File: src/rtl/assert_macros.svh
// Assertion macros shared by the union-find forest RTL
`ifndef ASSERT_MACROS_SVH
`define ASSERT_MACROS_SVH

// Checked only while reset is released
`define KUF_ASSERT(label, clk, rst_n, prop, msg) \
  label: assert property (@(posedge clk) disable iff (!rst_n) prop) \
    else $error(msg);

// Checked at every edge; the property guards reset itself
`define KUF_ASSERT_ALWAYS(label, clk, prop, msg) \
  label: assert property (@(posedge clk) prop) else $error(msg);

`endif

File: src/rtl/kuf_pkg.sv
// Shared types and constants of the union-find forest block
package kuf_pkg;

  localparam int NODE_W   = 12;
  localparam int WEIGHT_W = 6;
  localparam int CNT_W    = 13;
  localparam int RANK_W   = 4;
  localparam int STATUS_W = 2;

  localparam logic [RANK_W-1:0]   RANK_MAX     = 4'd15;
  localparam logic [CNT_W-1:0]    CNT_RESET    = 13'd4096;
  localparam logic [WEIGHT_W-1:0] LAST_W_RESET = 6'd63;

  localparam int DEF_MAX_NODES  = 4096;
  localparam int DEF_MAX_WEIGHT = 64;

  localparam int QUEUE_AW    = 2;
  localparam int QUEUE_DEPTH = 1 << QUEUE_AW;

  localparam logic KIND_CLEAR = 1'b1;

  typedef enum logic [STATUS_W-1:0] {
    ST_OK,
    ST_RANGE,
    ST_ORDER,
    ST_ZERO
  } status_t;

  typedef enum logic [1:0] {
    OP_REPORT,
    OP_EDGE,
    OP_CLEAR
  } op_t;

  typedef enum logic [2:0] {
    BK_INIT,
    BK_IDLE,
    BK_FIND,
    BK_LINK,
    BK_BUMP,
    BK_SWEEP,
    BK_EMIT
  } back_state_t;

  typedef struct packed {
    op_t                 op;
    logic [NODE_W-1:0]   first_node;
    logic [NODE_W-1:0]   second_node;
    logic [WEIGHT_W-1:0] weight;
    status_t             status;
  } cmd_t;

endpackage

File: src/rtl/kuf_queue.sv
// Short command queue between the front end and the back end
`include "assert_macros.svh"

module kuf_queue (
  input  logic           clk,
  input  logic           rst_n,
  input  logic           push_valid,
  output logic           push_ready,
  input  kuf_pkg::cmd_t  push_cmd,
  output logic           pop_valid,
  input  logic           pop_ready,
  output kuf_pkg::cmd_t  pop_cmd
);

  kuf_pkg::cmd_t                 q_r [kuf_pkg::QUEUE_DEPTH];
  logic [kuf_pkg::QUEUE_AW-1:0]  wr_ptr_r;
  logic [kuf_pkg::QUEUE_AW-1:0]  rd_ptr_r;
  logic [kuf_pkg::QUEUE_AW:0]    cnt_r;
  logic [kuf_pkg::QUEUE_AW:0]    cnt_nxt;
  logic                          do_push;
  logic                          do_pop;

  assign push_ready = cnt_r != (kuf_pkg::QUEUE_AW + 1)'(kuf_pkg::QUEUE_DEPTH);
  assign pop_valid  = cnt_r != '0;
  assign pop_cmd    = q_r[rd_ptr_r];
  assign do_push    = push_valid && push_ready;
  assign do_pop     = pop_valid && pop_ready;

  always_comb begin
    cnt_nxt = cnt_r;
    if (do_push && !do_pop) begin
      cnt_nxt = cnt_r + 1'b1;
    end else if (do_pop && !do_push) begin
      cnt_nxt = cnt_r - 1'b1;
    end
  end

  always_ff @(posedge clk) begin
    if (!rst_n) begin
      wr_ptr_r <= '0;
      rd_ptr_r <= '0;
      cnt_r    <= '0;
    end else begin
      cnt_r <= cnt_nxt;
      if (do_push) begin
        wr_ptr_r <= wr_ptr_r + 1'b1;
      end
      if (do_pop) begin
        rd_ptr_r <= rd_ptr_r + 1'b1;
      end
    end
  end

  always_ff @(posedge clk) begin
    if (do_push) begin
      q_r[wr_ptr_r] <= push_cmd;
    end
  end

  `KUF_ASSERT(a_count_bound, clk, rst_n, cnt_r <= (kuf_pkg::QUEUE_AW + 1)'(kuf_pkg::QUEUE_DEPTH), "queue count above depth")
  `KUF_ASSERT(a_count_matches_ptrs, clk, rst_n, wr_ptr_r == rd_ptr_r + cnt_r[kuf_pkg::QUEUE_AW-1:0], "queue pointers disagree with count")

endmodule

File: config.mk
export PLATFORM = sky130hd
export DESIGN_NAME = kuf_queue
export DESIGN_NICKNAME = d
export VERILOG_FILES = /design/src/rtl/kuf_pkg.sv /design/src/rtl/kuf_queue.sv
export VERILOG_INCLUDE_DIRS = /design/src /design/src/rtl
export SDC_FILE = /design/constraint.sdc
export NUM_CORES = 1
export LEC_CHECK = 0
export BUFFER_PORTS_ARGS = -buffer_cell sky130_fd_sc_hd__buf_2
export CAP_MARGIN = 0
export CORE_AREA = 2 2 108 110
export DETAILED_ROUTE_END_ITERATION = 6
export DIE_AREA = 0 0 110 112
export PLACE_DENSITY = 0.77
export SYNTH_ARGS = -nofsm -noshare
export SYNTH_HDL_FRONTEND = slang
export SYNTH_SLANG_ARGS = --single-unit
File: constraint.sdc
create_clock -name clk -period 2.6 [get_ports clk]
set_input_delay 0.39 -clock clk [delete_from_list [all_inputs] [get_ports clk]]
set_output_delay 0.39 -clock clk [all_outputs]
set_load 0.005 [all_outputs]
Word level (Yosys, flattened, before mapping):

Memory sizes are Yosys's and may differ from the RTL's. A register that Yosys moved wholly into a read port is not among the register bits.
Index checks and enable logic that the tools add are counted.

* memories kept: 1
* register bits: 7
* memory bits (writable): 136
* input port bits: 38

* reductions and logical operators: 8
* equality and inequality tests: 1
* multiplexer cells: 6
* add/subtract/negate cells: 4

Memories
* q_r: words 4, width 34, rd ports 1, clocked after memory_dff 1, wr ports 1, line kuf_queue.sv:15 `kuf_pkg::cmd_t q_r [kuf_pkg::QUEUE_DEPTH];`

Operator list (count)
* $mux W3: 2
* $add A2 B1 Y2 const B: 2
* $logic_and A1 B1 Y1: 4
* $mux W2: 2
* $add A3 B1 Y3 const B: 1
* $ne A3 B3 Y1 const B: 1
* $reduce_bool A3 Y1: 1
* $sub A3 B1 Y3 const B: 1
* $logic_not A1 Y1: 2
* $mux W1: 2
* $reduce_bool A2 Y1: 1

Depth between registers and ports, before layout:

Gate-level depths: netlist of the first run.

* depth after elaboration: 6
* depth in mapped cells: 8
* gate-level depth less buffers: 8

Least setup slack after synthesis of the first run:

Ideal clock, no wire load.

* path kind: register -> register
* start point: reg cnt_r[0] (netlist bit)
* end point: mem q_r[0][0] (netlist bit), enable pin
* period minus slack after synthesis: 2.127 ns
* data arrival time: 1.733 ns
* path buffers: 0
* cell stages (with the launch flop): 4
* data required time: 2.206 ns
* path slack: 0.473 ns
* cell sequence: dfxtp_1 nor2_1 a21boi_2 and2_1

* cells in the longest elaborated chain, start to end: 4

RTL lines
* start: declaration: line kuf_queue.sv:18 `logic [kuf_pkg::QUEUE_AW:0] cnt_r;`
* start signal: assignment: line kuf_queue.sv:44 `cnt_r <= cnt_nxt;`
* $ne A3 B3 Y1: line kuf_queue.sv:23 `assign push_ready = cnt_r != (kuf_pkg::QUEUE_AW + 1)'(kuf_pkg::QUEUE_DEPTH);`
* $logic_and A1 B1 Y1: line kuf_queue.sv:26 `assign do_push = push_valid && push_ready;`
* named net do_push: line kuf_queue.sv:20 `logic do_push;`
* $mux W1: line kuf_queue.sv:55 `if (do_push) begin`
* $mux W1 (not written as such): line kuf_queue.sv:56 `q_r[wr_ptr_r] <= push_cmd;`
* end: declaration: line kuf_queue.sv:15

The timed path passes the listed nets, and every way through them passes these cells.

Final worst setup path of the first run:

* start point: reg cnt_r[0] (netlist bit)
* end point: reg cnt_r[2] (netlist bit)

* cells in the longest elaborated chain, start to end: 5

RTL lines
* $ne A3 B3 Y1 *: line kuf_queue.sv:23
* $logic_and A1 B1 Y1 *: line kuf_queue.sv:26
* named net do_push: line kuf_queue.sv:20
* $logic_not A1 Y1: line kuf_queue.sv:33 `end else if (do_pop && !do_push) begin`
* $logic_and A1 B1 Y1: line kuf_queue.sv:33
* $reduce_bool A2 Y1 (no line)

Mark *: on every way through the listed nets, which the timed path passes. The rest lies on a longest branch. The select of a mux whose other input is x is not followed.
A chain may end at the register's enable or synchronous reset.

==> flow_metrics.tcl, run 1 <==
set metrics [dict create \
    crit_type "reg2reg" \
    ys_ff_latch 145 \
    power_mw 6.74 \
    tightest_slew_ns 0.478 \
    fp.dieW_um 110 \
    layout-drive-gt1-share_pct 45.1 \
    final_nets 360 \
    synth_top_area_share_pct 74.9 \
    num_io_pins 74 \
    status "complete, no violations" \
    internal-power_mw 5.09 \
    syn_nets 270 \
    fillers 796 \
    finalSetupViolCount 0 \
    layout_setup_ws_ns 0.230 \
    antenna_found_initial 1 \
    p_leak_nw 2.27 \
    ant_nets 0 \
    cts_hold_buf 0 \
    grt_max_degree 35 \
    syn_to_final_growth_pct 21.6 \
    cp-start-kind "flip-flop" \
    p_comb_share_pct 20.3 \
    hold_viol_final 0 \
    drc 0 \
    rsz0062_at_grt "false" \
    period_minus_slack_ns 2.37 \
    hold_class "in2reg" \
    synth_flop_cell "edfxtp_1" \
    clock_skew_ns 0.00576 \
    wire_per_inst_um 19.2 \
    max-vdd-ir-drop_v 0.000658 \
    timing.fmax_mhz 422 \
    synthDistinctLibCells 24 \
    crit_arrival_ns 2.70 \
    synth_enable_flop_cells 136 \
    ys_top_cells_by_area "edfxtp_1 (75%), mux4_2 (12%), dfxtp_1 (3.3%)" \
    cp_slowest_cell "dfxtp_1" \
    cts.sinks 145 \
    netSwitchingFraction_pct 24.4 \
    path_buf_inv 1 \
    grt_pass1_vias 2760 \
    switching_power_mw 1.64 \
    initial_utilization_pct 48.8 \
    fin_crit_sh_pct 91.2 \
    max-clock-path-buffers 2 \
    avgSynthCellArea_um2 24.1 \
    htreeDepth 4 \
    die_area_um2 12300 \
    p_clk_share_pct 35.7 \
    cts_root_buffer "clkbuf_16" \
    cts_resized 0 \
    endpoint_kind "flip-flop" \
    vias_per_cell 5.31 \
    required_ns 2.93 \
    die_h_um 112 \
    maxCapViolCount 0 \
    drt-total-wl_mm 9.03 \
    first_pass_iters 4 \
    ys_top_cells_by_count "edfxtp_1 (136), mux4_2 (30), dfxtp_1 (9)" \
    port_buffers 73 \
    core_um2 11200 \
    cp_top_family "adder cells" \
    num_vias 2502 \
    crit_path_cell_trace "nor2_1, a21boi_2, ha_1, inv_1, fa_1, xor2_1, or3_1, a21boi_0" \
    cp_slowest_stage_delay_ns 0.52 \
    numCtsBuffers 17 \
    path_clk_slew_ns 0.06 \
    grt_usage_pct 16.4 \
    drt-initial-drc-count 149 \
    hpwl_mm 5.44 \
    grt_pass1_wl_mm 14.3 \
    pre_cts_slack_ns 0.251 \
    seqPwrFrac_pct 43.9 \
    gp_congestion 0.677 \
    cts_tree "yes" \
    synth.most_common_cell "edfxtp_1" \
    grt_overflow 0 \
    synth_area_um2 5450 \
    cellPowerDensity_nw_per_um2 1020 \
    yosys.area.top_type "edfxtp_1" \
    synth_cells 226 \
    fin_tns_setup_ns 0 \
    clk-insertion-delay-late_ns 0.41 \
    yosys_warnings 0 \
    postCtsSetupBuffers 0 \
    antenna_cells 0 \
    path_max_fanout 7 \
    synthArstFlopShare_pct 0 \
    rows 39 \
    yosysSeqAreaShare_pct 78.2 \
    slew_headroom_pct 68.1 \
    drv_slew 0 \
]
-- final timing paths --
check,startpoint,endpoint,slack [ns],depth (start not counted)
worst max-delay path,cnt_r[0],cnt_r[2],0.23,8
worst min-delay path,push_cmd[9],q_r[1][9],0.19,1
worst max register to register,cnt_r[0],cnt_r[2],0.23,8
worst min register to register,wr_ptr_r[1],wr_ptr_r[1],0.51,2
-- per-layer routing --
metal  GRT usage (%)  wire length, um
met5               0               13
met4            5.91               64
met3            7.38              550
met2            25.0             4670
met1            20.7             3740
-- through the flow --
stage | utilization, % | instance area [um^2] | cells | hold slack (ns)
after floorplan | - | 5450 | 226 | 0.468
after global placement | 54.0 | 6040 | 440 | 0.479
after detailed placement | 54.0 | 6040 | 440 | 0.503
after CTS | 59.3 | 6630 | 471 | 0.170
after global routing | 59.3 | 6630 | 471 | 0.173
final | 59.3 | 6630 | 471 | 0.193
-- cell families after synthesis --
logic type / count (synthesis) / share of synthesized area (%)
XOR/XNOR: 4 / 0.643
buffers and inverters: 12 / 1.93
AND/OR/NAND/NOR: 17 / 1.68
multiplexers: 37 / 14.9
flip-flops: 145 / 78.2
adder cells (fa/ha/maj): 6 / 1.52
AO/OA/AOI/OAI: 5 / 1.12
-- cell type report --
class	instances	area, um^2	area share (%)
multi-input combinational	69	1090	16.4
timing repair buffer	80	493	7.44
sequential	145	4270	64.4
inverter	3	11.3	0.170
clock inverter	13	161	2.44
tap	143	179	2.70
clock buffer	18	429	6.48
-- flip-flops by register name, indices dropped and copies added, names as in the netlist, named ones only --
name / flops
q_r: 136
cnt_r: 3
rd_ptr_r: 2
wr_ptr_r: 2
-- power by group through the flow --
stage | registers (mW) | clock network [mW] | logic, mW
finish | 2.96 | 2.41 | 1.37
global route | 2.99 | 2.57 | 1.52
CTS | 2.97 | 2.47 | 1.41
detailed placement | 3.01 | 0 | 1.40
global placement | 2.99 | 0 | 1.38
floorplan | 2.96 | 0 | 0.971
-- cell usage in the layout, fill, tap and decap left out, types with 2 or more instances in the layout --
| cell | count |
|---|---|
| inv_1 | 3 |
| mux4_2 | 30 |
| mux2i_1 | 3 |
| ha_1 | 5 |
| and2_2 | 4 |
| clkinvlp_4 | 3 |
| or3_1 | 2 |
| buf_2 | 73 |
| dfxtp_2 | 2 |
| clkinv_2 | 2 |
| mux4_1 | 4 |
| dfxtp_1 | 7 |
| edfxtp_1 | 136 |
| buf_12 | 6 |
| and2_1 | 4 |
| bufinv_16 | 3 |
| nand2_1 | 5 |
| xnor2_1 | 3 |
| clkbuf_16 | 17 |
| inv_6 | 3 |
Power figures use the tool's default switching activity.
==> run 2: changes to the inputs <==
--- a/config.mk
+++ b/config.mk
@@ -11,7 +11,7 @@
 export CORE_AREA = 2 2 108 110
 export DETAILED_ROUTE_END_ITERATION = 6
 export DIE_AREA = 0 0 110 112
-export PLACE_DENSITY = 0.77
+export PLACE_DENSITY = 0.79
 export SYNTH_ARGS = -nofsm -noshare
 export SYNTH_HDL_FRONTEND = slang
 export SYNTH_SLANG_ARGS = --single-unit
==> constraint.sdc (replaced) <==
create_clock -name clk -period 1.9 [get_ports clk]
set_input_delay 0.285 -clock clk [delete_from_list [all_inputs] [get_ports clk]]
set_output_delay 0.285 -clock clk [all_outputs]
set_load 0.005 [all_outputs]
==> run 2 against run 1 <==
The flow now finishes with violations (setup timing). Clock skew increased by 0.00062 ns. First-iteration DRC count decreased by 19%. Design area increased by 3.8%. Via count increased by 1.6%. Worst setup slack got worse by 0.33 ns. Sequential power increased by 37%. Non-clock buffer count increased by 19. Die area unchanged. Global-route usage increased by 0.46 points. Critical endpoint is now pop_cmd[17]. Largest cell class unchanged.
==> flow_metrics.tcl, run 2 (same netlist as run 1, synthesis figures left out) <==
set metrics [dict create \
    max-vdd-ir-drop_v 0.000869 \
    layout-drive-gt1-share_pct 50.6 \
    grt_pass1_vias 2745 \
    seqPwrFrac_pct 41.3 \
    fin_hold_ws_ns 0.0875 \
    clock_skew_ns 0.00638 \
    num_vias 2542 \
    largest_register_ffs 136 \
    violations "setup timing" \
    fin_crit_sh_pct 105 \
    slew_headroom_pct 81.0 \
    drt-initial-drc-count 121 \
    switching_power_mw 2.32 \
    rows 39 \
    ant_nets 0 \
    hold_class "in2reg" \
    first_pass_iters 4 \
    layout_common_cells "edfxtp_1 (136), buf_2 (70), mux4_2 (34), clkbuf_16 (18), buf_4 (17)" \
    htreeDepth 4 \
    fin_tns_setup_ns -1.62 \
    vias_per_cell 5.18 \
    rsz0062_at_grt "true" \
    core_um2 11200 \
    cellPowerDensity_nw_per_um2 1430 \
    cts_tree "yes" \
    multi_input_area_um2 1080 \
    drc 0 \
    fp.dieW_um 110 \
    path_max_fanout 4 \
    drv_slew 0 \
    final_nets 379 \
    timing.fmax_mhz 500 \
    crit_arrival_ns 1.72 \
    clk-insertion-delay-late_ns 0.41 \
    layout_setup_ws_ns -0.100 \
    antenna_found_initial 0 \
    cts_hold_buf 0 \
    antenna_cells 0 \
    power_mw 9.83 \
    r2r-start "cnt_r[2]" \
    layout.area.seq_um2 4280 \
    hold_viol_final 0 \
    reg2regPathDepth 7 \
    die_area_um2 12300 \
    cp-start-kind "flip-flop" \
    r2r_end "cnt_r[2]" \
    stdcell_count 491 \
    drt-total-wl_mm 9.41 \
    required_ns 1.62 \
    initial_utilization_pct 48.8 \
    largestRegisters "q_r x136, cnt_r x3" \
    die_h_um 112 \
    gp_congestion 0.708 \
    grt_pass1_wl_mm 14.8 \
    grt_usage_pct 16.8 \
    hpwl_mm 5.62 \
    finalSetupViolCount 24 \
    grt_max_degree 19 \
    numCtsBuffers 17 \
    tightest_slew_ns 0.284 \
    wire_per_inst_um 19.2 \
    period_minus_slack_ns 2.00 \
    crit_end "pop_cmd[17]" \
    internal-power_mw 7.50 \
    layout_commonest_cell "edfxtp_1" \
    maxCapViolCount 0 \
    grt_overflow 0 \
    endpoint_kind "output port" \
    netSwitchingFraction_pct 23.7 \
    p_comb_share_pct 24.1 \
    rrSetupSlack_ns 0.04 \
    p_clk_share_pct 34.6 \
    max-clock-path-buffers 2 \
    fillers 759 \
    top_register "q_r" \
    port_buffers 73 \
    pre_cts_slack_ns -0.0148 \
    syn_to_final_growth_pct 26.1 \
    num_io_pins 74 \
    status "complete, but fails checks" \
    cts_root_buffer "clkbuf_16" \
    cts.sinks 145 \
    crit_type "reg2out" \
    p_leak_nw 2.40 \
    dp.cells 447 \
    path_clk_slew_ns 0.06 \
]
## run 2: worst max-delay path, stage by stage (launching register included)
cell	delay [ns]
dfxtp_4	0.41
buf_12	0.12
clkbuf_16	0.13
mux4_2	0.49
buf_2	0.14
## run 2: power by group through the flow
stage,Combinational [mW],Sequential [mW],Clock (mW)
final,2.37,4.05,3.40
after global routing,2.59,4.08,3.61
after CTS,2.31,4.08,3.47
after floorplan,1.34,4.06,0
after detailed placement,1.99,4.11,0
after global placement,1.97,4.08,0
## run 2: final cells by class
class | count | area share, %
Clock buffer | 19 | 6.30
Clock inverter | 13 | 2.68
Inverter | 3 | 0.164
Multi-Input combinational cell | 69 | 15.7
Sequential cell | 145 | 62.2
Tap cell | 143 | 2.60
Timing Repair Buffer | 99 | 10.4
## run 2: through the flow
stage | utilization (%) | area (um^2)
after floorplan | - | 5470
after global placement | 54.3 | 6070
after detailed placement | 54.3 | 6070
after CTS | 60.9 | 6810
after global routing | 61.5 | 6880
final | 61.5 | 6880
## run 2: how the worst min path moves through the flow
stage	start	end	slack, ns	cells past startpoint
after floorplan	push_cmd[0]	q_r[0][0]	0.38	0
after global placement	wr_ptr_r[1]	wr_ptr_r[1]	0.48	2
after detailed placement	wr_ptr_r[1]	wr_ptr_r[1]	0.49	2
after CTS	push_cmd[13]	q_r[0][13]	0.07	1
after global routing	push_cmd[29]	q_r[2][29]	0.08	1
final	push_cmd[13]	q_r[0][13]	0.09	1
## run 2: repair_timing
action / 4_1_cts / 5_1_grt
setup endpoints to repair: 35 / 35
setup buffers: 4 / 5
gates resized for setup: 8 / 4
gates cloned: 3 / 1
pin swaps: 2 / 2
## run 2: metal layers
layer / part of all wire, % / track usage [%] / wire length, um
met1: 42 / 21.6 / 3960
met3: 4.6 / 5.56 / 430
met5: 0 / 0 / 0
met2: 52 / 27.0 / 4900
met4: 1.3 / 5.65 / 121
