--- src/rtl/assert_macros.svh ---
// Assertion macros shared by the union-find forest RTL
`ifndef ASSERT_MACROS_SVH
`define ASSERT_MACROS_SVH

// Checked only while reset is released
`define KUF_ASSERT(label, clk, rst_n, prop, msg) \
  label: assert property (@(posedge clk) disable iff (!rst_n) prop) \
    else $error(msg);

// Checked at every edge; the property guards reset itself
`define KUF_ASSERT_ALWAYS(label, clk, prop, msg) \
  label: assert property (@(posedge clk) prop) else $error(msg);

`endif

--- src/rtl/kuf_pkg.sv ---
// Shared types and constants of the union-find forest block
package kuf_pkg;

  localparam int NODE_W   = 12;
  localparam int WEIGHT_W = 6;
  localparam int CNT_W    = 13;
  localparam int RANK_W   = 4;
  localparam int STATUS_W = 2;

  localparam logic [RANK_W-1:0]   RANK_MAX     = 4'd15;
  localparam logic [CNT_W-1:0]    CNT_RESET    = 13'd4096;
  localparam logic [WEIGHT_W-1:0] LAST_W_RESET = 6'd63;

  localparam int DEF_MAX_NODES  = 4096;
  localparam int DEF_MAX_WEIGHT = 64;

  localparam int QUEUE_AW    = 2;
  localparam int QUEUE_DEPTH = 1 << QUEUE_AW;

  localparam logic KIND_CLEAR = 1'b1;

  typedef enum logic [STATUS_W-1:0] {
    ST_OK,
    ST_RANGE,
    ST_ORDER,
    ST_ZERO
  } status_t;

  typedef enum logic [1:0] {
    OP_REPORT,
    OP_EDGE,
    OP_CLEAR
  } op_t;

  typedef enum logic [2:0] {
    BK_INIT,
    BK_IDLE,
    BK_FIND,
    BK_LINK,
    BK_BUMP,
    BK_SWEEP,
    BK_EMIT
  } back_state_t;

  typedef struct packed {
    op_t                 op;
    logic [NODE_W-1:0]   first_node;
    logic [NODE_W-1:0]   second_node;
    logic [WEIGHT_W-1:0] weight;
    status_t             status;
  } cmd_t;

endpackage

--- src/rtl/kuf_in_if.sv ---
// Edge word channel: valid/ready with kind, two node indices and weight
interface kuf_in_if;
  logic                          valid;
  logic                          ready;
  logic                          kind;
  logic [kuf_pkg::NODE_W-1:0]    first_node;
  logic [kuf_pkg::NODE_W-1:0]    second_node;
  logic [kuf_pkg::WEIGHT_W-1:0]  weight;

  modport source (output valid, kind, first_node, second_node, weight, input ready);
  modport sink   (input valid, kind, first_node, second_node, weight, output ready);
endinterface

--- src/rtl/kuf_front.sv ---
// Front end: accepts edge words, checks range, weight order and zero weight, hands commands to the queue
`include "assert_macros.svh"

module kuf_front #(
  parameter int MAX_NODES  = kuf_pkg::DEF_MAX_NODES,
  parameter int MAX_WEIGHT = kuf_pkg::DEF_MAX_WEIGHT
) (
  input  logic                       clk,
  input  logic                       rst_n,
  input  logic                       cfg_we,
  input  logic [kuf_pkg::CNT_W-1:0]  cfg_wdata,
  kuf_in_if.sink                     in_ch,
  input  logic                       init_done,
  output logic                       push_valid,
  input  logic                       push_ready,
  output kuf_pkg::cmd_t              push_cmd
);

  localparam int NC_W   = $clog2(MAX_NODES + 1);
  localparam int LIM_W  = (NC_W > kuf_pkg::CNT_W) ? NC_W : kuf_pkg::CNT_W;
  localparam int WMAX_W = $clog2(MAX_WEIGHT + 1);
  localparam int WCMP_W = (WMAX_W > kuf_pkg::WEIGHT_W) ? WMAX_W : kuf_pkg::WEIGHT_W;

  logic [kuf_pkg::CNT_W-1:0]    node_count_r;
  logic [kuf_pkg::WEIGHT_W-1:0] last_weight_r;
  logic [kuf_pkg::WEIGHT_W-1:0] last_weight_nxt;
  logic [LIM_W-1:0]             limit;
  logic                         nodes_ok;
  logic                         weight_big;
  logic                         accept;

  assign in_ch.ready = init_done && push_ready;
  assign accept      = in_ch.valid && in_ch.ready;
  assign push_valid  = accept;

  // Clamp the node count to the table depth
  assign limit = (LIM_W'(node_count_r) < LIM_W'(MAX_NODES)) ?
                 LIM_W'(node_count_r) : LIM_W'(MAX_NODES);

  assign nodes_ok   = (LIM_W'(in_ch.first_node) < limit) &&
                      (LIM_W'(in_ch.second_node) < limit);
  assign weight_big = WCMP_W'(in_ch.weight) >= WCMP_W'(MAX_WEIGHT);

  always_comb begin
    push_cmd.op          = kuf_pkg::OP_REPORT;
    push_cmd.first_node  = in_ch.first_node;
    push_cmd.second_node = in_ch.second_node;
    push_cmd.weight      = in_ch.weight;
    push_cmd.status      = kuf_pkg::ST_OK;
    last_weight_nxt      = last_weight_r;
    if (in_ch.kind == kuf_pkg::KIND_CLEAR) begin
      push_cmd.op     = kuf_pkg::OP_CLEAR;
      push_cmd.weight = '0;
      last_weight_nxt = kuf_pkg::LAST_W_RESET;
    end else if (!nodes_ok) begin
      push_cmd.status = kuf_pkg::ST_RANGE;
    end else if ((in_ch.weight > last_weight_r) || weight_big) begin
      push_cmd.status = kuf_pkg::ST_ORDER;
    end else if (in_ch.weight == '0) begin
      push_cmd.status = kuf_pkg::ST_ZERO;
      last_weight_nxt = '0;
    end else begin
      push_cmd.op     = kuf_pkg::OP_EDGE;
      last_weight_nxt = in_ch.weight;
    end
  end

  always_ff @(posedge clk) begin
    if (!rst_n) begin
      node_count_r  <= kuf_pkg::CNT_RESET;
      last_weight_r <= kuf_pkg::LAST_W_RESET;
    end else begin
      if (cfg_we) begin
        node_count_r <= cfg_wdata;
      end
      if (accept) begin
        last_weight_r <= last_weight_nxt;
      end
    end
  end

  `KUF_ASSERT_ALWAYS(a_clear_restores_weight, clk, $past(rst_n) && $past(accept && (in_ch.kind == kuf_pkg::KIND_CLEAR)) |-> last_weight_r == kuf_pkg::LAST_W_RESET, "clear word did not restore last weight")
  `KUF_ASSERT(a_no_accept_in_init, clk, rst_n, accept |-> init_done && push_ready, "word accepted while back end cannot take it")

endmodule

--- src/flat_wrapper.sv ---
// flat-port wrapper written by rule: the top's interface ports become plain ports
module kuf_front_flat 
#(
  parameter int MAX_NODES  = kuf_pkg::DEF_MAX_NODES,
  parameter int MAX_WEIGHT = kuf_pkg::DEF_MAX_WEIGHT
)
  (clk, rst_n, cfg_we, cfg_wdata, init_done, push_valid, push_ready, push_cmd, in_ch_valid, in_ch_kind, in_ch_first_node, in_ch_second_node, in_ch_weight, in_ch_ready);
  kuf_in_if in_ch_i ();
  input  logic clk;
  input  logic rst_n;
  input  logic cfg_we;
  input  logic [kuf_pkg::CNT_W-1:0] cfg_wdata;
  input  logic init_done;
  output logic push_valid;
  input  logic push_ready;
  output kuf_pkg::cmd_t push_cmd;
  input wire logic [$bits(in_ch_i.valid)-1:0] in_ch_valid;
  input wire logic [$bits(in_ch_i.kind)-1:0] in_ch_kind;
  input wire logic [$bits(in_ch_i.first_node)-1:0] in_ch_first_node;
  input wire logic [$bits(in_ch_i.second_node)-1:0] in_ch_second_node;
  input wire logic [$bits(in_ch_i.weight)-1:0] in_ch_weight;
  output wire logic [$bits(in_ch_i.ready)-1:0] in_ch_ready;
  assign in_ch_i.valid = in_ch_valid;
  assign in_ch_i.kind = in_ch_kind;
  assign in_ch_i.first_node = in_ch_first_node;
  assign in_ch_i.second_node = in_ch_second_node;
  assign in_ch_i.weight = in_ch_weight;
  assign in_ch_ready = in_ch_i.ready;
  kuf_front #(.MAX_NODES(MAX_NODES), .MAX_WEIGHT(MAX_WEIGHT)) u_core (.clk(clk), .rst_n(rst_n), .cfg_we(cfg_we), .cfg_wdata(cfg_wdata), .in_ch(in_ch_i), .init_done(init_done), .push_valid(push_valid), .push_ready(push_ready), .push_cmd(push_cmd));
endmodule
--- config.mk ---
export PLATFORM = sky130hd
export DESIGN_NAME = kuf_front_flat
export DESIGN_NICKNAME = d
export VERILOG_FILES = /design/src/rtl/kuf_pkg.sv /design/src/rtl/kuf_in_if.sv /design/src/rtl/kuf_front.sv /design/src/flat_wrapper.sv
export VERILOG_INCLUDE_DIRS = /design/src /design/src/rtl
export SDC_FILE = /design/constraint.sdc
export NUM_CORES = 1
export LEC_CHECK = 0
export ABC_AREA = 1
export BUFFER_PORTS_ARGS = -buffer_cell sky130_fd_sc_hd__buf_2
export CAP_MARGIN = 15
export CORE_ASPECT_RATIO = 0.6
export CORE_MARGIN = 4
export CORE_UTILIZATION = 42
export DETAILED_ROUTE_END_ITERATION = 10
export PLACE_DENSITY_LB_ADDON = 0.12
export SLEW_MARGIN = 20
export SYNTH_ARGS = -nofsm -noshare
export SYNTH_HDL_FRONTEND = slang
export SYNTH_SLANG_ARGS = --single-unit
--- constraint.sdc ---
create_clock -name clk -period 2.3 [get_ports clk]
set_clock_uncertainty 0.15 [all_clocks]
set_input_delay 0.345 -clock clk [delete_from_list [all_inputs] [get_ports clk]]
set_output_delay 0.345 -clock clk [all_outputs]
set_load 0.01 [all_outputs]
### Word-level counts from Yosys, hierarchy flattened

Cells that the tools add are included.

| operators by class | value |
|---|---|
| eq/ne operators | 1 |
| reduce and logical (&&, ||, !) cells | 6 |
| multiplexer cells | 14 |
| $lt $le $gt $ge | 4 |

Operator list:

| operator | number |
|---|---|
| $mux 6 | 5 |
| $lt 12x13->1 | 2 |
| $mux 2 | 7 |
| $lt 13x13->1 const B | 1 |
| $mux 13 | 1 |
| $gt 6x6->1 | 1 |
| $logic_not 6->1 | 1 |
| $logic_and 1x1->1 | 3 |
| $reduce_and 3->1 | 1 |
| $ne 2x2->1 const B | 1 |
| $reduce_bool 2->1 | 1 |
| $mux 1 | 1 |

| word-level totals | value |
|---|---|
| output and inout port bits | 36 |
| register bits after elaboration | 19 |
| input bits | 50 |
| logic and storage cells | 27 |

### Longest topological paths before layout

Gate-level depths: netlist of run 1.

| depth | value |
|---|---|
| depth in word-level cells | 6 |
| depth in mapped cells | 14 |
| depth with buffers taken out | 13 |

### Least setup slack after synthesis of run 1

OpenSTA, ideal clock, no wires.

| timing | value |
|---|---|
| path type | reg-to-output |
| start point | register u_core.node_count_r[12] (netlist name) |
| end point | output port push_cmd[1] (netlist name) |
| cell stages (with the launch flop) | 14 |
| data required time | 1.805 ns |
| path buffers | 1 |
| data arrival time | 1.888 ns |
| setup slack | -0.083 ns |
| path through | dfxtp_1 inv_2 clkbuf_1 nand2_1 ha_1 nand2_1 nand2_1 nand2_1 nand2_1 nor2_2 nand3_2 nor2_1 nand2_1 a21oi_1 |

RTL lines:

| element | line | RTL |
|---|---|---|
| start, declared | kuf_front.sv:24 | `logic [kuf_pkg::CNT_W-1:0] node_count_r;` |
| start signal, assigned | kuf_front.sv:70 | `node_count_r <= kuf_pkg::CNT_RESET;` |
| start signal, assigned | kuf_front.sv:74 | `node_count_r <= cfg_wdata;` |
| end, declared | flat_wrapper.sv:16 | `output kuf_pkg::cmd_t push_cmd;` |

==> summary.txt, run 1 <==
initial antenna violation count: 0
Post-synth EDFFs: 0
DRC errors left: 0
Chip Width: 92.4 um
cell family contributing the most delay on the critical path: simple AND/OR/NAND/NOR gates
FFs w/ async S/R, synth: 0%
CTS Buffer Depth: 2
Final Non-Filler Cells: 400
CP max-delay cell: dfxtp_4
Compound-Gate Fraction of Synth Area: 9.00%
dpl ws: -0.0634 ns
Final Hold Vio Count: 0
vias post-DR: 1798
post-synth net total: 349
DRT iter0 DRCs: 104
port bufs: 85
CP startpoint kind: flip-flop
Synthesis Warnings: 0
Num CTS Buffers: 3
Max VDD drop: 0.388 mV
combinational share of power: 35.3%
All-Layer GR Usage: 16.2%
antenna viol nets, final: 0
CORE AREA: 4120 um^2
Slew Viols, Final: 0
sequential share of the synthesized area: 21.2%
vias in the first global route: 1560
worst path arrival time: 1.98 ns
WL met3: 267 um
Sw Share: 32.6%
CP max stage delay: 0.37 ns
Min Clock Period, post-route: 2.47 ns
Hold Path Class: primary input to flip-flop
clk slew on worst S/H paths: 0.07 ns
adder-cell share of the synthesized area: 19.5%
fin crit share: 107%
Final setup viols: 3
routed length on met2: 1.72 mm
Int Power: 618 uW
clock sinks: 19
most frequent cell after synthesis: nand2_1
top cell type's share of synthesized area: 21.2%
clock share of power: 25.0%
H-tree depth: 1
Simple-Gate Fraction of Synth Area: 32.0%
max layer used: met3
Top-Level Pins: 86
share of cells above drive strength 1: 38.2%
most used cell, CP: nand2_2
Yosys reg bits: 19
vias per cell: 4.50
first-pass GRT wire length: 7.08 mm
fin nets: 419
RSZ-0062 raised after global routing: true
synthesized area: 1790 um^2
worst slew pin tran: 0.408 ns
status: finished, violations left
height of the die: 58.6 um
commonest cells in the netlist: nand2_1 (66), nor2_1 (43), ha_1 (28), inv_1 (28), buf_4 (25)
wirelength, routed: 4.32 mm
global route overflow: 0
mean routed wirelength per cell: 10.8 um
Max FO, Critical Path: 7
Diodes inserted: 0
critical path class: flip-flop to primary output
ys flop type: dfxtp_1
clock root cell: clkbuf_8
NetSw: 299 uW
Data required, critical path: 1.80 ns
Met1 Wirelength: 2.33 mm
CTS tree: yes
post-synthesis mux area share: 0%
Critical Path End Type: primary output
Worst-Skew Late Latency: 0.25 ns
Leak: 1.31 nW
crit-path cells: inv_4 -> nand2_2 -> ha_1 -> inv_1 -> nor2_1 -> nand3_1 -> nor2_1 -> nand2_2 -> nand2_2 -> nor2_2 -> a21oi_1 -> buf_2
Syn Inst Count: 271
Core Rows: 18
Synth Area in XOR/XNOR: 0%
area grow syn2layout: 27.6%
Fmax achieved: 0.405 GHz
pin count of the biggest net entering global routing: 20
initial core utilization: 43.5%
fill cell total of the finished layout: 431
post-synthesis cell type count: 23
placed insts: 392
combinational family with the most area after synthesis: simple AND/OR/NAND/NOR gates
maxcap violations: 0
GP Congestion: 0.797
pwr/cell area: 401 nW/um^2
synth top area cells: dfxtp_1 (21%), ha_1 (20%), nand2_1 (14%)
largest area contributor in the netlist: dfxtp_1
placed wire-length estimate: 3.66 mm
setup ws final: -0.172 ns
worst path buffer plus inverter count: 3
drt first pass iters: 4
Reg power frac: 39.7%
relative slew slack: 72.7%
total die area: 5410 um^2
syn avg cell area: 6.62 um^2
failing checks: negative setup slack
[metrics by stage]
stage	area [um^2]	util [%]	setup TNS (ns)	hold WS [ns]	total power, mW
after floorplan	1790	-	0	0.279	0.574
after global placement	2150	52.1	-0.0227	0.292	0.672
after detailed placement	2150	52.1	-0.119	0.297	0.676
after CTS	2260	54.7	-0.539	0.144	0.920
after global routing	2290	55.5	-1.72	0.146	0.993
final	2290	55.5	-0.464	0.148	0.917
[sequential cells by signal, summed over array words and instances (netlist names)]
register	cells
u_core.last_weight_r	6
u_core.node_count_r	13
[path summary, 6_finish.rpt]
kind	start	endpoint	slack, ns	cells past startpoint
worst min-delay path	cfg_wdata[12]	u_core.node_count_r[12]	0.15	3
worst max register to register	u_core.node_count_r[12]	u_core.last_weight_r[0]	0.06	15
worst max-delay path	u_core.node_count_r[12]	push_cmd[0]	-0.17	12
worst min register to register	u_core.last_weight_r[5]	u_core.last_weight_r[5]	0.31	2
[worst reg2reg max path: cells and delay by family (launching register included)]
| family | cells | cell delay (ns) |
|---|---|---|
| AOI/OAI and AO/OA | 1 | 0.16 |
| buffers and inverters | 4 | 0.47 |
| DFF | 1 | 0.38 |
| adders and majority gates | 1 | 0.22 |
| and+or+nand+nor | 9 | 0.73 |
[cells by family after synthesis]
kind of cell | count (synthesis)
AO/OA/AOI/OAI | 26
adder cells (fa/ha/maj) | 28
buffers and inverters | 62
flip-flops | 19
AND/OR/NAND/NOR | 136
[power by group through the flow]
stage	logic (mW)	clock network, mW	registers [mW]
2_1_floorplan	0.208	0	0.366
3_3_place_gp	0.303	0	0.369
3_5_place_dp	0.307	0	0.368
4_1_cts	0.319	0.238	0.363
5_1_grt	0.372	0.255	0.366
6_report	0.324	0.229	0.364
[placed cells by master (no fill, tap or decap), drive strengths merged, types with 2 or more instances in the layout]
master / count
o21ai: 14
nand3: 16
a21oi: 9
o211ai: 2
nand4: 7
clkbuf: 3
dfxtp: 19
buf: 95
ha: 28
nand2: 68
nor2: 44
inv: 31
[final cells by class]
type / instances / area, um^2 / share of cell area, %
Multi-Input combinational cell: 190 / 1140 / 49.9
Sequential cell: 19 / 384 / 16.8
Clock inverter: 1 / 5.00 / 0.219
Tap cell: 60 / 75.1 / 3.28
Timing Repair inverter: 1 / 7.51 / 0.328
Clock buffer: 3 / 41.3 / 1.81
Inverter: 31 / 119 / 5.20
Timing Repair Buffer: 95 / 513 / 22.4
[routing by layer]
metal  up-vias  global-route usage (%)
li1        989                       -
met1       758                    25.6
met2        51                    23.2
met3         0                    3.19
met4         0                    1.27
met5         -                       0
[what timing repair did]
action                     4_1_cts  5_1_grt
pin swaps                        1        3
cloned                           1        0
setup endpoints to repair        7        9
gates resized for setup         12        8
setup buffers                    2        1
hold buffers                     0        0
Note: power is estimated with default switching activity, not from simulation.
==> run 2: changes to the inputs <==
--- a/config.mk
+++ b/config.mk
@@ -13,7 +13,7 @@
 export CORE_MARGIN = 4
 export CORE_UTILIZATION = 42
 export DETAILED_ROUTE_END_ITERATION = 10
-export PLACE_DENSITY_LB_ADDON = 0.12
+export PLACE_DENSITY = 0.77
 export SLEW_MARGIN = 20
 export SYNTH_ARGS = -nofsm -noshare
 export SYNTH_HDL_FRONTEND = slang
==> summary.txt, run 2 (synthesis gave the netlist of run 1 again) <==
commonest non-fill, non-tap cell in the layout: buf_2
global route overflow: 0
Final setup viols: 3
Hold-fix buffers, CTS: 0
initial antenna violation count: 0
hold path depth: 3
worst slew pin tran: 0.345 ns
status: finished, violations left
Min Clock Period, post-route: 2.53 ns
Hold Path Class: primary input to flip-flop
setup ws final: -0.227 ns
grt met1 use: 25.1%
clock root cell: clkbuf_8
GP Congestion: 0.862
Finished Cell Area: 2450 um^2
mean routed wirelength per cell: 12.8 um
fin crit share: 110%
R2R cell count: 14
fin nets: 418
wirelength, routed: 5.10 mm
Power Total: 975 uW
Max VDD drop: 0.235 mV
vias per cell: 4.65
CTS Buffer Depth: 2
vias post-DR: 1857
Sw Share: 35.1%
Num CTS Buffers: 3
largest reg by FF count: u_core.node_count_r
worst path arrival time: 2.03 ns
total die area: 5410 um^2
met2 Usage GRT: 23.8%
Worst-Skew Late Latency: 0.26 ns
drt first pass iters: 4
Core Rows: 18
Diodes inserted: 0
clk slew on worst S/H paths: 0.08 ns
Top-Level Pins: 86
Leak: 1.34 nW
Critical Path End Type: primary output
antenna viol nets, final: 0
CP startpoint kind: flip-flop
RSZ-0062 raised after global routing: true
port bufs: 85
CORE AREA: 4120 um^2
GRT met3 Usage: 3.58%
dpl ws: -0.0324 ns
max FFs per register: 13
Final Hold Vio Count: 0
height of the die: 58.6 um
first-pass GRT wire length: 7.18 mm
Fmax achieved: 0.396 GHz
Reg power frac: 38.0%
placed instance area: 2110 um^2
CTS tree: yes
failing checks: negative setup slack
Chip Width: 92.4 um
pin count of the biggest net entering global routing: 20
clock share of power: 25.4%
H-tree depth: 1
DRT iter0 DRCs: 69
DRC errors left: 0
final setup TNS: -0.660 ns
initial core utilization: 43.5%
share of cells above drive strength 1: 42.8%
relative slew slack: 77.0%
All-Layer GR Usage: 16.6%
clock sinks: 19
gr busiest metal: met1
maxcap violations: 0
Largest regs: u_core.node_count_r (13), u_core.last_weight_r (6)
Int Power: 633 uW
vias in the first global route: 1594
combinational share of power: 36.7%
Slew Viols, Final: 0
fill cell total of the finished layout: 398
critical path class: flip-flop to primary output
NetSw: 342 uW
Max FO, Critical Path: 6
Data required, critical path: 1.80 ns
placed wire-length estimate: 3.92 mm
area grow syn2layout: 36.4%
most frequent cells in the layout: buf_2 (85), nand2_1 (50), nor2_1 (41)
pwr/cell area: 399 nW/um^2
==> run 2: cell types whose count changed in the layout (fill, tap and decap cells not counted), moves of 4 or more <==
cell | before | now
buf_4 | 9 | 5
buf_6 | 0 | 4
ha_1 | 27 | 18
ha_4 | 1 | 10
nand2_1 | 54 | 50
nand2_4 | 0 | 4
==> run 2: stage by stage <==
| stage | hold slack (ns) | util (%) | instances |
|---|---|---|---|
| final | 0.152 | 59.4 | 399 |
| after global routing | 0.162 | 59.4 | 399 |
| after CTS | 0.152 | 54.3 | 398 |
| after detailed placement | 0.295 | 51.3 | 389 |
| after global placement | 0.291 | 51.3 | 389 |
| after floorplan | 0.279 | - | 271 |
==> run 2: what timing repair did <==
item,CTS,global route
setup buffers,4,3
endpoints found under the setup margin,3,8
hold endpoints to repair,0,0
pin swaps,1,9
resized for setup,11,38
cloned,1,0
==> run 2: power groups by stage <==
stage / clock [mW] / sequential [mW] / combinational [mW]
2_1_floorplan: 0 / 0.366 / 0.208
3_3_place_gp: 0 / 0.370 / 0.292
3_5_place_dp: 0 / 0.371 / 0.300
4_1_cts: 0.247 / 0.365 / 0.315
5_1_grt: 0.263 / 0.372 / 0.403
6_report: 0.247 / 0.370 / 0.358
==> run 2: metal layers <==
| metal | wire [um] | vias to the layer above |
|---|---|---|
| li1 | - | 980 |
| met5 | 0 | - |
| met3 | 316 | 6 |
| met2 | 2280 | 55 |
| met4 | 40 | 0 |
| met1 | 2460 | 816 |
==> run 2: final cells by class <==
class	instances	area [um^2]	area share, %
timing repair inverter	1	7.51	0.307
clock buffer	3	41.3	1.69
clock inverter	1	7.51	0.307
timing repair buffer	94	508	20.8
inverter	31	124	5.06
sequential	19	384	15.7
tap	60	75.1	3.07
multi-input combinational	190	1300	53.1
==> run 2: critical path, cell delays in order (launching register included) <==
cell and delay [ns]:
dfxtp_4 0.39, clkinvlp_4 0.15, nand2_1 0.10, ha_1 0.30, nand2_1 0.05, nor3_1 0.18, nand2_1 0.12, nand3_2 0.12
nor2_4 0.06, a21oi_2 0.14, buf_2 0.15
==> run 2: worst paths after layout <==
kind                                              start                       to  slack (ns)
worst max-delay path            u_core.node_count_r[12]              push_cmd[0]       -0.23
worst max register to register  u_core.node_count_r[12]  u_core.last_weight_r[0]        0.09
worst min-delay path                      cfg_wdata[11]  u_core.node_count_r[11]        0.15
worst min register to register  u_core.last_weight_r[1]  u_core.last_weight_r[1]        0.31
==> run 3: changes to the inputs <==
--- a/config.mk
+++ b/config.mk
@@ -10,7 +10,6 @@
 export BUFFER_PORTS_ARGS = -buffer_cell sky130_fd_sc_hd__buf_2
 export CAP_MARGIN = 15
 export CORE_ASPECT_RATIO = 0.6
-export CORE_MARGIN = 4
 export CORE_UTILIZATION = 42
 export DETAILED_ROUTE_END_ITERATION = 10
 export PLACE_DENSITY = 0.77
==> summary.txt, run 3 (synthesis gave the netlist of run 1 again) <==
Fmax achieved: 0.401 GHz
wirelength, routed: 4.65 mm
Int Power: 619 uW
failing checks: negative setup slack
Min Clock Period, post-route: 2.49 ns
Leak: 1.31 nW
port bufs: 85
All-Layer GR Usage: 21.3%
share of cells above drive strength 1: 38.3%
mean routed wirelength per cell: 11.6 um
CORE AREA: 3870 um^2
initial core utilization: 46.3%
dpl ws: -0.0454 ns
Slew Viols, Final: 0
maxcap violations: 0
pwr/cell area: 409 nW/um^2
placed wire-length estimate: 3.55 mm
Worst-Skew Late Latency: 0.26 ns
relative slew slack: 76.8%
Diodes inserted: 0
Max VDD drop: 0.261 mV
Data required, critical path: 1.80 ns
fin crit share: 108%
CP max-delay cell: dfxtp_4
clk slew on worst S/H paths: 0.08 ns
combinational share of power: 34.9%
critical path class: flip-flop to primary output
Final Non-Filler Cells: 399
CTS tree: yes
Sw Share: 34.4%
Final Hold Vio Count: 0
Final setup viols: 4
global route overflow: 0
CTS Buffer Depth: 2
antenna viol nets, final: 0
clock sinks: 19
crit-path cells: clkinvlp_4 -> nand2_2 -> ha_1 -> nand2_1 -> nor2_1 -> nand2_1 -> nand3_1 -> nand2_1 -> nand2_2 -> nor2_4 -> nand2_2 -> a21oi_1 -> buf_2
Hold-fix buffers, CTS: 0
NetSw: 325 uW
drt first pass iters: 4
DRT iter0 DRCs: 84
initial antenna violation count: 0
Chip Width: 86.4 um
height of the die: 52.6 um
Hold WS: 0.147 ns
Top-Level Pins: 86
max FFs per register: 13
Critical Path End Type: primary output
area grow syn2layout: 28.7%
worst slew pin tran: 0.348 ns
Hold Path Class: primary input to flip-flop
RSZ-0062 raised after global routing: true
CP startpoint kind: flip-flop
Num CTS Buffers: 3
vias per cell: 4.69
H-tree depth: 1
vias in the first global route: 1682
status: finished, violations left
most frequent cells in the layout: buf_2 (85), nand2_1 (56), nor2_1 (40)
pin count of the biggest net entering global routing: 20
first-pass GRT wire length: 7.43 mm
total die area: 4540 um^2
worst path arrival time: 2.00 ns
clock share of power: 26.1%
vias post-DR: 1873
setup ws final: -0.191 ns
placed insts: 385
DRC errors left: 0
CP max stage delay: 0.38 ns
Core Rows: 17
Largest regs: u_core.node_count_r (13), u_core.last_weight_r (6)
commonest non-fill, non-tap cell in the layout: buf_2
Reg power frac: 38.9%
Max FO, Critical Path: 6
fin nets: 421
GP Congestion: 0.766
largest reg by FF count: u_core.node_count_r
clock root cell: clkbuf_8
-- run 3: cell types whose count changed in the layout (fill, tap and decap cells not counted), sizes merged --
cell  previous run  this run
buf             94        97
-- run 3: layer usage --
metal	track usage, %	wire (um)	up-vias
li1	-	-	991
met1	30.4	2400	813
met2	32.7	1930	64
met3	4.88	273	5
met4	3.89	41	0
met5	0	0	-
-- run 3: worst paths after layout --
path	startpoint	slack [ns]	depth (start not counted)	to
min	cfg_wdata[3]	0.15	3	u_core.node_count_r[3]
max	u_core.node_count_r[12]	-0.19	13	push_cmd[1]
min reg2reg	u_core.last_weight_r[3]	0.32	2	u_core.last_weight_r[3]
max reg2reg	u_core.node_count_r[12]	0	15	u_core.last_weight_r[2]
-- run 3: what timing repair did --
action,4_1_cts,5_1_grt
buffers inserted,8,1
gates resized for setup,11,9
gates cloned,1,0
endpoints found under the setup margin,3,8
pin swaps,5,3
-- run 3: power by group through the flow --
stage | Combinational, mW | Sequential, mW | Clock [mW]
after floorplan | 0.208 | 0.366 | 0
after global placement | 0.289 | 0.371 | 0
after detailed placement | 0.296 | 0.371 | 0
after CTS | 0.316 | 0.365 | 0.246
after global routing | 0.374 | 0.369 | 0.262
final | 0.330 | 0.367 | 0.247
-- run 3: per-stage QoR --
step           area (um^2)  util [%]  TNS (ns)  total power [mW]
4_1_cts               2250      58.2    -0.405             0.927
3_5_place_dp          2100      54.3   -0.0560             0.667
5_1_grt               2310      59.6     -1.66              1.01
3_3_place_gp          2100      54.3   -0.0247             0.660
2_1_floorplan         1790         -         0             0.574
6_report              2310      59.6    -0.506             0.944
-- run 3: critical path, delay by kind of cell (launching register included) --
kind,cells,cell delay [ns]
buffers and inverters,2,0.31
AOI/OAI and AO/OA,1,0.10
and+or+nand+nor,9,0.72
adders and majority gates,1,0.23
DFF,1,0.38
-- run 3: area by class of cell --
type / instances / area (um^2)
Clock buffer: 3 / 41.3
Clock inverter: 1 / 7.51
Fill cell: 362 / 1560
Inverter: 31 / 119
Multi-Input combinational cell: 190 / 1160
Sequential cell: 19 / 384
Tap cell: 57 / 71.3
Timing Repair Buffer: 97 / 515
Timing Repair inverter: 1 / 7.51
